`src/sv/peak_segment_detector_unit_assert.svh`:
```
// Assertion macros for the peak segment detector.
// Used by the top level; the macros need clk and rst_n in the enclosing scope.
`ifndef PEAK_SEGMENT_DETECTOR_UNIT_ASSERT_SVH
`define PEAK_SEGMENT_DETECTOR_UNIT_ASSERT_SVH
`ifndef SYNTHESIS
// Implication in the same cycle.
`define PSD_ASSERT_IMP(lbl, ante, cons) \
  lbl: assert property (@(posedge clk) disable iff (!rst_n) (ante) |-> (cons)) \
    else $error("peak_segment_detector_unit: assertion failed");
// Implication in the next cycle.
`define PSD_ASSERT_NXT(lbl, ante, cons) \
  lbl: assert property (@(posedge clk) disable iff (!rst_n) (ante) |=> (cons)) \
    else $error("peak_segment_detector_unit: assertion failed");
`else
`define PSD_ASSERT_IMP(lbl, ante, cons)
`define PSD_ASSERT_NXT(lbl, ante, cons)
`endif
`endif

```
`src/sv/psd_pkg.sv`:
```
// Shared types and constants for the peak segment detector.
// No dependencies.
package psd_pkg;

  localparam int INDEX_BITS_DEF  = 20;
  localparam int SAMPLE_BITS_DEF = 16;
  localparam int LEVEL_BITS      = 16;
  localparam int STRIDE_BITS     = 8;
  localparam int CFG_DATA_BITS   = 16;
  localparam int CFG_IDX_BITS    = 2;

  localparam logic [LEVEL_BITS-1:0]  ENTER_RESET  = 16'd28401; // 1.115 * 99.5 in Q8.8
  localparam logic [LEVEL_BITS-1:0]  EXIT_RESET   = 16'd28019; // 1.1 * 99.5 in Q8.8
  localparam logic [STRIDE_BITS-1:0] STRIDE_RESET = 8'd8;

  typedef enum logic [CFG_IDX_BITS-1:0] {
    CFG_ENTER  = 2'd0,
    CFG_EXIT   = 2'd1,
    CFG_STRIDE = 2'd2
  } cfg_idx_t;

  typedef enum logic [1:0] {
    MODE_SEARCHING = 2'd0,
    MODE_IN_PEAK   = 2'd1,
    MODE_SKIPPING  = 2'd2
  } mode_t;

  typedef struct packed {
    logic [LEVEL_BITS-1:0]  enter_level;
    logic [LEVEL_BITS-1:0]  exit_level;
    logic [STRIDE_BITS-1:0] stride;
  } cfg_t;

endpackage

```
`src/sv/psd_cfg.sv`:
```
// Configuration register file for the peak segment detector.
// Depends on psd_pkg.
module psd_cfg (
  input  logic                               clk,
  input  logic                               rst_n,
  input  logic                               cfg_wr_en,
  input  logic [psd_pkg::CFG_IDX_BITS-1:0]   cfg_index,
  input  logic [psd_pkg::CFG_DATA_BITS-1:0]  cfg_wr_data,
  output psd_pkg::cfg_t                      cfg
);

  psd_pkg::cfg_t cfg_r;

  always_ff @(posedge clk) begin
    if (!rst_n) begin
      cfg_r.enter_level <= psd_pkg::ENTER_RESET;
      cfg_r.exit_level  <= psd_pkg::EXIT_RESET;
      cfg_r.stride      <= psd_pkg::STRIDE_RESET;
    end else if (cfg_wr_en) begin
      unique case (cfg_index)
        psd_pkg::CFG_ENTER:  cfg_r.enter_level <= cfg_wr_data[psd_pkg::LEVEL_BITS-1:0];
        psd_pkg::CFG_EXIT:   cfg_r.exit_level  <= cfg_wr_data[psd_pkg::LEVEL_BITS-1:0];
        psd_pkg::CFG_STRIDE: cfg_r.stride      <= cfg_wr_data[psd_pkg::STRIDE_BITS-1:0];
        default: ;  // unmapped index: ignored
      endcase
    end
  end

  assign cfg = cfg_r;

endmodule

```
`src/sv/psd_step.sv`:
```
// Combinational step of the detector: next state and result for one sample.
// Depends on psd_pkg.
module psd_step #(
  parameter int INDEX_BITS  = psd_pkg::INDEX_BITS_DEF,
  parameter int SAMPLE_BITS = psd_pkg::SAMPLE_BITS_DEF
) (
  input  psd_pkg::cfg_t            cfg,
  input  psd_pkg::mode_t           mode,
  input  logic [INDEX_BITS-1:0]    idx,
  input  logic [INDEX_BITS-1:0]    anchor,
  input  logic [INDEX_BITS-1:0]    nck,
  input  logic [SAMPLE_BITS-1:0]   sample,
  input  logic                     last,
  output psd_pkg::mode_t           mode_nxt,
  output logic [INDEX_BITS-1:0]    idx_nxt,
  output logic [INDEX_BITS-1:0]    anchor_nxt,
  output logic [INDEX_BITS-1:0]    nck_nxt,
  output logic                     res_valid,
  output logic [INDEX_BITS-1:0]    res_begin,
  output logic [INDEX_BITS-1:0]    res_end,
  output logic                     res_truncated
);

  localparam int CMP_BITS = (SAMPLE_BITS > psd_pkg::LEVEL_BITS) ? SAMPLE_BITS
                                                                : psd_pkg::LEVEL_BITS;

  logic [psd_pkg::STRIDE_BITS-1:0] eff_stride;
  logic [INDEX_BITS-1:0]           idx_step;
  logic                            hit;
  logic                            above_enter;
  logic                            above_exit;
  logic                            open_pk;
  logic                            close_pk;
  logic                            keep_pk;
  psd_pkg::mode_t                  mode_eff;
  psd_pkg::mode_t                  mode_after;

  // stride zero behaves as one
  assign eff_stride  = (cfg.stride == '0) ? psd_pkg::STRIDE_BITS'(1) : cfg.stride;
  assign idx_step    = idx + INDEX_BITS'(eff_stride);
  assign hit         = (idx == nck);
  assign above_enter = CMP_BITS'(sample) > CMP_BITS'(cfg.enter_level);
  assign above_exit  = CMP_BITS'(sample) > CMP_BITS'(cfg.exit_level);

  // Skip ends on the resume index, so that sample is already searched.
  assign mode_eff = (mode == psd_pkg::MODE_SKIPPING && hit) ? psd_pkg::MODE_SEARCHING
                                                            : mode;

  // Next state
  always_comb begin
    open_pk    = 1'b0;
    close_pk   = 1'b0;
    keep_pk    = 1'b0;
    mode_after = mode_eff;
    unique case (mode_eff)
      psd_pkg::MODE_SEARCHING: begin
        if (above_enter) begin
          if (above_exit) begin
            open_pk    = 1'b1;
            mode_after = psd_pkg::MODE_IN_PEAK;
          end else begin
            close_pk   = 1'b1;   // opening sample fails its own exit check
            mode_after = psd_pkg::MODE_SKIPPING;
          end
        end
      end
      psd_pkg::MODE_IN_PEAK: begin
        if (hit) begin
          if (above_exit) begin
            keep_pk = 1'b1;
          end else begin
            close_pk   = 1'b1;
            mode_after = psd_pkg::MODE_SKIPPING;
          end
        end
      end
      psd_pkg::MODE_SKIPPING: ;
      default: mode_after = psd_pkg::MODE_SEARCHING;
    endcase
    mode_nxt = last ? psd_pkg::MODE_SEARCHING : mode_after;
  end

  // Counters and result
  always_comb begin
    res_valid     = close_pk || (last && mode_after == psd_pkg::MODE_IN_PEAK);
    res_begin     = anchor;
    res_end       = idx;
    res_truncated = !close_pk;

    if (last) begin
      idx_nxt    = '0;
      anchor_nxt = '0;
      nck_nxt    = '0;
    end else begin
      idx_nxt    = idx + INDEX_BITS'(1);
      anchor_nxt = anchor;
      if (close_pk || (mode_eff == psd_pkg::MODE_SEARCHING && !above_enter)) begin
        anchor_nxt = idx;
      end
      nck_nxt = (open_pk || close_pk || keep_pk) ? idx_step : nck;
    end
  end

endmodule

```
`src/sv/peak_segment_detector_unit.sv`:
```
// Top level of the hysteresis peak segment detector.
// Depends on psd_pkg, psd_cfg, psd_step and peak_segment_detector_unit_assert.svh.
//
// Usage:
//   in_*  : one unsigned Q8.8 sample per item, in_last marks the end of a stream.
//   out_* : one item per detected peak segment (begin index, end index,
//           truncated flag when the stream ended inside a peak).
//   cfg_* : register writes (enter level, exit level, stride), done while idle.
// Timing:
//   An accepted item lands in the input register; when it is processed, the
//   step logic updates the detector state and, if the item gives a result,
//   loads the result register, which drives out_valid. Throughput is one item
//   per cycle unless a result waits (see Stalls); the only loop is the state
//   update of the step logic.
// Stalls:
//   While out_valid is high and out_ready low, the input register still moves
//   as long as its sample produces no result; a sample that would produce one
//   waits in the input register, and in_ready drops behind it.
// Reset:
//   rst_n (synchronous, active low) clears both pipeline registers, returns
//   the detector to searching at index zero and reloads the default levels.
`include "peak_segment_detector_unit_assert.svh"

module peak_segment_detector_unit #(
  parameter int INDEX_BITS  = psd_pkg::INDEX_BITS_DEF,
  parameter int SAMPLE_BITS = psd_pkg::SAMPLE_BITS_DEF
) (
  input  logic                               clk,
  input  logic                               rst_n,
  input  logic                               in_valid,
  output logic                               in_ready,
  input  logic [SAMPLE_BITS-1:0]             in_sample,
  input  logic                               in_last,
  output logic                               out_valid,
  input  logic                               out_ready,
  output logic [INDEX_BITS-1:0]              out_seg_begin,
  output logic [INDEX_BITS-1:0]              out_seg_end,
  output logic                               out_truncated,
  input  logic                               cfg_wr_en,
  input  logic [psd_pkg::CFG_IDX_BITS-1:0]   cfg_index,
  input  logic [psd_pkg::CFG_DATA_BITS-1:0]  cfg_wr_data
);

  psd_pkg::cfg_t cfg;

  // input register
  logic                   s1_valid_r;
  logic [SAMPLE_BITS-1:0] s1_sample_r;
  logic                   s1_last_r;

  // detector state
  psd_pkg::mode_t         mode_r;
  psd_pkg::mode_t         mode_nxt;
  logic [INDEX_BITS-1:0]  idx_r;
  logic [INDEX_BITS-1:0]  idx_nxt;
  logic [INDEX_BITS-1:0]  anchor_r;
  logic [INDEX_BITS-1:0]  anchor_nxt;
  logic [INDEX_BITS-1:0]  nck_r;
  logic [INDEX_BITS-1:0]  nck_nxt;

  // step result
  logic                   res_valid;
  logic [INDEX_BITS-1:0]  res_begin;
  logic [INDEX_BITS-1:0]  res_end;
  logic                   res_truncated;

  // result register
  logic                   out_valid_r;
  logic [INDEX_BITS-1:0]  out_begin_r;
  logic [INDEX_BITS-1:0]  out_end_r;
  logic                   out_trunc_r;

  logic out_free;   // result register can take a new item this cycle
  logic step_en;    // input register item is processed this cycle
  logic out_load;

  psd_cfg u_cfg (
    .clk         (clk),
    .rst_n       (rst_n),
    .cfg_wr_en   (cfg_wr_en),
    .cfg_index   (cfg_index),
    .cfg_wr_data (cfg_wr_data),
    .cfg         (cfg)
  );

  psd_step #(
    .INDEX_BITS  (INDEX_BITS),
    .SAMPLE_BITS (SAMPLE_BITS)
  ) u_step (
    .cfg           (cfg),
    .mode          (mode_r),
    .idx           (idx_r),
    .anchor        (anchor_r),
    .nck           (nck_r),
    .sample        (s1_sample_r),
    .last          (s1_last_r),
    .mode_nxt      (mode_nxt),
    .idx_nxt       (idx_nxt),
    .anchor_nxt    (anchor_nxt),
    .nck_nxt       (nck_nxt),
    .res_valid     (res_valid),
    .res_begin     (res_begin),
    .res_end       (res_end),
    .res_truncated (res_truncated)
  );

  assign out_free = !out_valid_r || out_ready;
  // A sample with no result never needs the result register.
  assign step_en  = s1_valid_r && (out_free || !res_valid);
  assign out_load = step_en && res_valid;
  assign in_ready = !s1_valid_r || step_en;

  // input register
  always_ff @(posedge clk) begin
    if (!rst_n) begin
      s1_valid_r <= 1'b0;
    end else if (in_ready) begin
      s1_valid_r <= in_valid;
    end
  end

  always_ff @(posedge clk) begin
    if (in_ready && in_valid) begin
      s1_sample_r <= in_sample;
      s1_last_r   <= in_last;
    end
  end

  // detector state
  always_ff @(posedge clk) begin
    if (!rst_n) begin
      mode_r   <= psd_pkg::MODE_SEARCHING;
      idx_r    <= '0;
      anchor_r <= '0;
      nck_r    <= '0;
    end else if (step_en) begin
      mode_r   <= mode_nxt;
      idx_r    <= idx_nxt;
      anchor_r <= anchor_nxt;
      nck_r    <= nck_nxt;
    end
  end

  // result register
  always_ff @(posedge clk) begin
    if (!rst_n) begin
      out_valid_r <= 1'b0;
    end else if (out_load) begin
      out_valid_r <= 1'b1;
    end else if (out_ready) begin
      out_valid_r <= 1'b0;
    end
  end

  always_ff @(posedge clk) begin
    if (out_load) begin
      out_begin_r <= res_begin;
      out_end_r   <= res_end;
      out_trunc_r <= res_truncated;
    end
  end

  assign out_valid     = out_valid_r;
  assign out_seg_begin = out_begin_r;
  assign out_seg_end   = out_end_r;
  assign out_truncated = out_trunc_r;

  // a waiting result is never overwritten
  `PSD_ASSERT_IMP(a_no_overwrite, out_valid_r && !out_ready, !out_load)
  // an empty result register never blocks the input side
  `PSD_ASSERT_IMP(a_ready_when_free, !out_valid_r, in_ready)
  // end of stream puts the detector back at index zero, searching
  `PSD_ASSERT_NXT(a_last_clears, step_en && s1_last_r,
                  mode_r == psd_pkg::MODE_SEARCHING && idx_r == '0 && nck_r == '0)

endmodule

```
`config.mk`:
```
export PLATFORM = sky130hd
export DESIGN_NAME = peak_segment_detector_unit
export DESIGN_NICKNAME = d
export VERILOG_FILES = /design/src/sv/psd_pkg.sv /design/src/sv/psd_cfg.sv /design/src/sv/psd_step.sv /design/src/sv/peak_segment_detector_unit.sv
export VERILOG_INCLUDE_DIRS = /design/src /design/src/sv
export SDC_FILE = /design/constraint.sdc
export NUM_CORES = 1
export LEC_CHECK = 0
export ABC_AREA = 1
export BUFFER_PORTS_ARGS = -buffer_cell sky130_fd_sc_hd__buf_2
export CAP_MARGIN = 40
export CORE_ASPECT_RATIO = 0.6
export CORE_MARGIN = 5
export CORE_UTILIZATION = 60
export CTS_CLUSTER_DIAMETER = 120
export CTS_CLUSTER_SIZE = 40
export DETAILED_ROUTE_END_ITERATION = 7
export GPL_TIMING_DRIVEN = 0
export PLACE_DENSITY = 0.79
export SLEW_MARGIN = 10
export SYNTH_ARGS = -nofsm -noshare
export SYNTH_HDL_FRONTEND = slang
export SYNTH_SLANG_ARGS = --single-unit
```
`constraint.sdc`:
```
create_clock -name clk -period 3.55 [get_ports clk]
set_input_delay 0.1775 -clock clk [delete_from_list [all_inputs] [get_ports clk]]
set_output_delay 0.1775 -clock clk [all_outputs]
set_load 0.02 [all_outputs]
```
After elaboration in Yosys (flattened, before gate mapping)
Cells that the tools add are included.

word-level totals
  ROM bits = 0
  latch bits = 0
  register bits after elaboration = 162
  memories kept = 0
  memory bits (writable) = 0
  word-level logic and storage cells = 78
  input bits = 40
  output and inout bits = 43

cells by class
  multiply operators = 0
  bitwise operators = 0
  add/sub/neg operators = 2
  magnitude comparators = 2
  eq/ne operators = 7
  reductions and logical operators = 29
  shifts and indexed selects = 0
  div/mod/pow operators = 0
  multiplexer cells = 24

operator list
  operator                 number
  $mux W20                 5
  $gt A16 B16 Y1           2
  $add A20 B1 Y20 const B  1
  $add A20 B8 Y20          1
  $eq A20 B20 Y1           1
  $mux W2                  6
  $mux W1                  10
  $reduce_and A2 Y1        5
  $logic_not A8 Y1         1
  $mux W8                  1
  $logic_or A1 B1 Y1       7
  $eq A2 B1 Y1 const B     3
  $eq A2 B2 Y1 const B     3
  $logic_and A1 B1 Y1      6
  $pmux W2 S3              1
  $reduce_bool A2 Y1       3
  $logic_not A1 Y1         5
  $logic_not A2 Y1         2
  $pmux W1 S2              1

Longest topological paths before layout
  word-level depth = 14
  gate-level depth with buffers = 24
  depth with buffers taken out = 22

Cells and area by module
Synthesis repeated with hierarchy kept, for this count alone.

unflattened totals
  cell total of the unflattened synthesis = 1369
  area, all modules = 9849.4 um^2

by module, submodules not included
  module                      sequential area each (um^2)  times used  cells each  area each (um^2)
  peak_segment_detector_unit  3022.9                       1           479         4598.2
  psd_step                    0.0                          1           671         3627.2
  psd_cfg                     800.8                        1           219         1624.1

Least setup slack after synthesis
OpenSTA, ideal clock, no wires.

  path kind = reg-to-reg
  from = register s1_sample_r[15]
  to = register out_begin_r[0] (netlist: out_seg_begin[0]), enable pin
  path buffers = 1
  arrival = 2658 ps
  slack = 495 ps
  stages on the path, launching flop included = 16
  data required time = 3154 ps
  library setup time = 396 ps
  clock period less this slack = 3055 ps
  cell sequence = edfxtp_1 > ha_1 > nand2_1 > nor2_1 > nand4_1 > inv_1 > nand3_1 > a21boi_0 > nand2_1 > nor2_1 > nor2_2 > nand2_2 > nand2_2 > buf_6 > nand3_1 > inv_1

on the way
  cells in the longest elaborated chain, start to end = 11
  elaborated cells on any way between the ends = 18
  classes of those cells = 2 x order compare; 1 x eq/ne; 9 x mux; 6 x reduce/logical

RTL lines
  what                               RTL line                           source
  start, declared                    peak_segment_detector_unit.sv:48   logic [SAMPLE_BITS-1:0] s1_sample_r;
  start signal, assigned             peak_segment_detector_unit.sv:124  s1_sample_r <= in_sample;
  $gt A16 B16 Y1                     psd_step.sv:43                     assign above_exit = CMP_BITS'(sample) > CMP_BITS'(cfg.exit_level);
  $mux W2, on equally long branches  psd_step.sv:69, psd_step.sv:58
  $mux W2, on equally long branches  psd_step.sv:68, psd_step.sv:57
  $pmux W2 S3                        psd_step.sv:55                     unique case (mode_eff)
  $eq A2 B1 Y1                       psd_step.sv:85                     res_valid = close_pk || (last && mode_after == psd_pkg::MODE_IN_PEAK);
  $logic_and A1 B1 Y1                psd_step.sv:85
  $logic_or A1 B1 Y1 *               psd_step.sv:85
  $logic_not A1 Y1                   peak_segment_detector_unit.sv:109  assign step_en = s1_valid_r && (out_free || !res_valid);
  $logic_or A1 B1 Y1                 peak_segment_detector_unit.sv:109
  $logic_and A1 B1 Y1                peak_segment_detector_unit.sv:109
  $logic_and A1 B1 Y1 *              peak_segment_detector_unit.sv:110  assign out_load = step_en && res_valid;
  named net out_load                 peak_segment_detector_unit.sv:75   logic out_load;
  end signal, assigned               peak_segment_detector_unit.sv:157  out_begin_r <= res_begin;
  end, declared                      peak_segment_detector_unit.sv:69   logic [INDEX_BITS-1:0] out_begin_r;

Mark *: on every way through the listed nets, which the timed path passes. The rest lies on a longest branch.
A chain may end at the register's enable or synchronous reset.

Worst setup path in the final report
  from = register s1_sample_r[15]
  to = register s1_sample_r[8], enable pin

on the way
  cells in the longest elaborated chain, start to end = 12
  elaborated cells on any way between the ends = 19
  classes of those cells = 2 x order compare; 1 x eq/ne; 9 x mux; 7 x reduce/logical

RTL lines
  what                               RTL line                           source
  $gt A16 B16 Y1                     psd_step.sv:43
  $mux W2, on equally long branches  psd_step.sv:69, psd_step.sv:58
  $mux W2, on equally long branches  psd_step.sv:68, psd_step.sv:57
  $pmux W2 S3                        psd_step.sv:55
  $eq A2 B1 Y1                       psd_step.sv:85
  $logic_and A1 B1 Y1                psd_step.sv:85
  $logic_or A1 B1 Y1 *               psd_step.sv:85
  $logic_not A1 Y1 *                 peak_segment_detector_unit.sv:109
  $logic_or A1 B1 Y1 *               peak_segment_detector_unit.sv:109
  $logic_and A1 B1 Y1 *              peak_segment_detector_unit.sv:109
  $logic_or A1 B1 Y1 *               peak_segment_detector_unit.sv:111  assign in_ready = !s1_valid_r || step_en;
  $logic_and A1 B1 Y1 *              peak_segment_detector_unit.sv:123  if (in_ready && in_valid) begin

Mark *: on every way between the ends. The rest lies on a longest branch, timed or not.

==> out/metrics.cfg <==
[setup_path]
cp_max_fo = 17
cpPeakStageDelay_ns = 0.61
r2r-end = s1_sample_r[8]
start_kind = flop
crit_family = simple AND/OR/NAND/NOR gates
cp_cell_sequence = ha_1, nand2_1, nor2_1, nand4_1, inv_1, nand3_1, a21boi_0, nand2_1, nor2_1, nor2_2, nand2_2, nand3_1, nand2_1, inv_1
path_class = flop to flop
critPathArrivalTime_ns = 3.27
cpMaxStageDelayCell = inv_1
crit_top_cell = nand2_1
rr_startpoint = s1_sample_r[15]
cp.required_ns = 3.61
reg2reg_depth = 14
end_kind = flop
r2r_slack_ns = 0.34
crit_buf_inv = 2

[sta]
worst_slew_pin_slew_ns = 0.9270
setup_ws_ns = 0.3401
final.min_clock_period_ns = 3.210
slew_viol_final = 0
fmax_mhz = 311.5
skew_ns = 0.01165
timing.final.crit_share_pct = 90.42
rsz0062_at_grt = no
finalHoldViolations = 0
slew_headroom_pct = 37.63
setup_viol = 0

[yosys]
syn_avg_cell_area_um2 = 7.679
ys_types = 39
syn-num-nets = 1179
yosys.area.top_type = dfxtp_1
yosys_warnings = 0
synth-seq-cells = 162
synth_area_leaders = dfxtp_1 (25%), edfxtp_1 (21%), nand2_1 (13%)
synth_seq_area_share_pct = 45.39
syn_inst = 1097
syn-cell-area_mm2 = 0.008424
yosys.area.top_type_share_pct = 24.71

[outcome]
outcome = completed

[min_path]
hold_depth = 3
holdCritPathClass = input pin to flop
whs_endpoint = u_cfg.cfg[8]
min-delay-start = cfg_wr_data[0]

[placed_design]
dp_cells = 1372
pre_cts_slack_ns = 0.4056
placement.io_buffers = 81
globalplace.congestion = 0.9942
place_hpwl_mm = 16.73

[routing]
drc = 0
num_vias = 7816
wl_mm = 22.65
wl_per_cell_um = 15.86
avgViaCountPerCell = 5.473
dr.pass1.iters = 6
drtAntennaViolNets = 0
drt_iter0_markers = 852

[global_routing]
grt_usage_pct = 27.87
grt.overflow.total = 0
grt_pass1_wl_mm = 36.18
grt_pass1_vias = 6967
grt_antenna_before_repair = 0
grt_start_max_net_pins = 33

[final_layout]
n_fill_cell = 1067
drive_gt1_share_pct = 13.51
nets = 1305
stdcell_count = 1428
layout_common_cells = nand2_1 (291), nor2_1 (133), inv_1 (127)
antenna_cells = 0
syn_to_final_growth_pct = 18.03
final_common_cell = nand2_1

[floorplan]
rows = 33
io_pins = 83
core-area_mm2 = 0.01371
chipWidth_um = 163.0
dieArea_mm2 = 0.01659
die_h_um = 101.8
start_util_pct = 61.45

[cts]
cts.sinks = 162
cts.path.max_buffers = 2
cts_buffers = 17
clock_latency_ns = 0.43
cts_root_buffer = clkbuf_16
cts_tree = yes
post_cts_buffers = 0
clk_pin_slew_worst_paths_ns = 0.07
htree_levels = 4

[power]
vdd_drop_max_mv = 0.2685
total_leakage_power_nw = 4.462
powerDensity_mw_per_mm2 = 455.4

[flow_run]
drv_cap = 0

-- per-layer routing --
metal	share of wire, %	wire length (um)	global-route usage [%]	vias to the layer above
met5	0	0	0	-
met2	39	8905	39.30	433
met1	47	10600	42.39	3539
met4	1.2	268	6.765	0
met3	13	2882	7.605	33
li1	-	-	-	3811
-- Yosys cell counts (all sizes together) --
cell	count
a211oi	1
a21boi	1
a21o	2
a21oi	56
a31oi	3
buf	28
clkbuf	29
clkinv	2
dfxtp	104
edfxtp	58
fa	1
ha	41
inv	139
nand2	294
nand3	53
nand4	45
nor2	135
nor3	11
nor3b	1
nor4	6
o211ai	19
o21a	1
o21ai	37
o21bai	1
o31ai	1
or2	1
xnor2	6
xor2	21
-- worst reg2reg max path, cell delays in order (launching register included) --
cell and delay, ns:
edfxtp_1 0.42, ha_1 0.31, nand2_1 0.09, nor2_1 0.20, nand4_1 0.12, inv_1 0.11
nand3_1 0.08, a21boi_0 0.16, nand2_1 0.08, nor2_1 0.05, nor2_2 0.18, nand2_2 0.11
nand3_1 0.17, nand2_1 0.14, inv_1 0.61
-- worst max-delay path by stage --
stage                              to  slack [ns]  cells after the start            start
global placement    out_seg_begin[14]       -0.16                     15  s1_sample_r[15]
CTS                         s1_last_r        0.38                     14  s1_sample_r[15]
global route                s1_last_r        0.09                     14  s1_sample_r[15]
finish                 s1_sample_r[8]        0.34                     14  s1_sample_r[15]
floorplan            out_seg_begin[0]        0.50                     15  s1_sample_r[15]
detailed placement     s1_sample_r[4]        0.41                     14  s1_sample_r[15]
-- repair_timing --
| item | in CTS | in global routing |
|---|---|---|
| endpoints found under the hold margin | 26 | 0 |
| hold buffers | 23 | 0 |
| resized for setup | 0 | 0 |
-- sequential cells by signal (all words and copies together) (netlist names), 2 cells and up --
| signal | flops |
|---|---|
| u_cfg.cfg | 40 |
| anchor_r | 20 |
| idx_r | 20 |
| nck_r | 20 |
| out_seg_begin | 20 |
| out_seg_end | 20 |
| s1_sample_r | 16 |
| mode_r | 2 |
-- layout make-up --
| class | count | area [um2] | area share (%) |
|---|---|---|---|
| clock inverters | 15 | 187.7 | 1.888 |
| multi-input cells | 737 | 3772 | 37.94 |
| clock buffers | 17 | 425.4 | 4.278 |
| repair buffers | 107 | 665.6 | 6.694 |
| flip-flops and latches | 162 | 3824 | 38.45 |
| well taps | 192 | 240.2 | 2.416 |
| plain buffers | 57 | 299.0 | 3.007 |
| inverters | 141 | 529.3 | 5.323 |
-- where the power goes --
group / switching [mW] / internal [mW]
logic: 0.373 / 0.203
registers: 0.0474 / 2.02
clock network: 0.871 / 1.01
-- per-stage QoR --
stage	TNS (ns)	util, %	instance area (um2)	total power, mW	hold WS [ns]
finish	0	72.54	9943	4.528	0.009694
global route	0	72.54	9943	4.694	0.02260
CTS	0	72.50	9938	4.521	0.006814
detailed placement	0	66.35	9095	2.647	0.3556
global placement	-6.576	66.16	9070	2.624	0.3537
floorplan	0	-	8424	2.477	0.2764
-- cell families after synthesis --
logic type / Yosys count / synth area share (%)
compound gates: 122 / 8.347
xor+xnor: 27 / 2.807
fa+ha+maj: 42 / 6.327
buf+inv: 198 / 9.832
flops: 162 / 45.39
simple gates: 546 / 27.30
(Power assumes the default switching activity.)
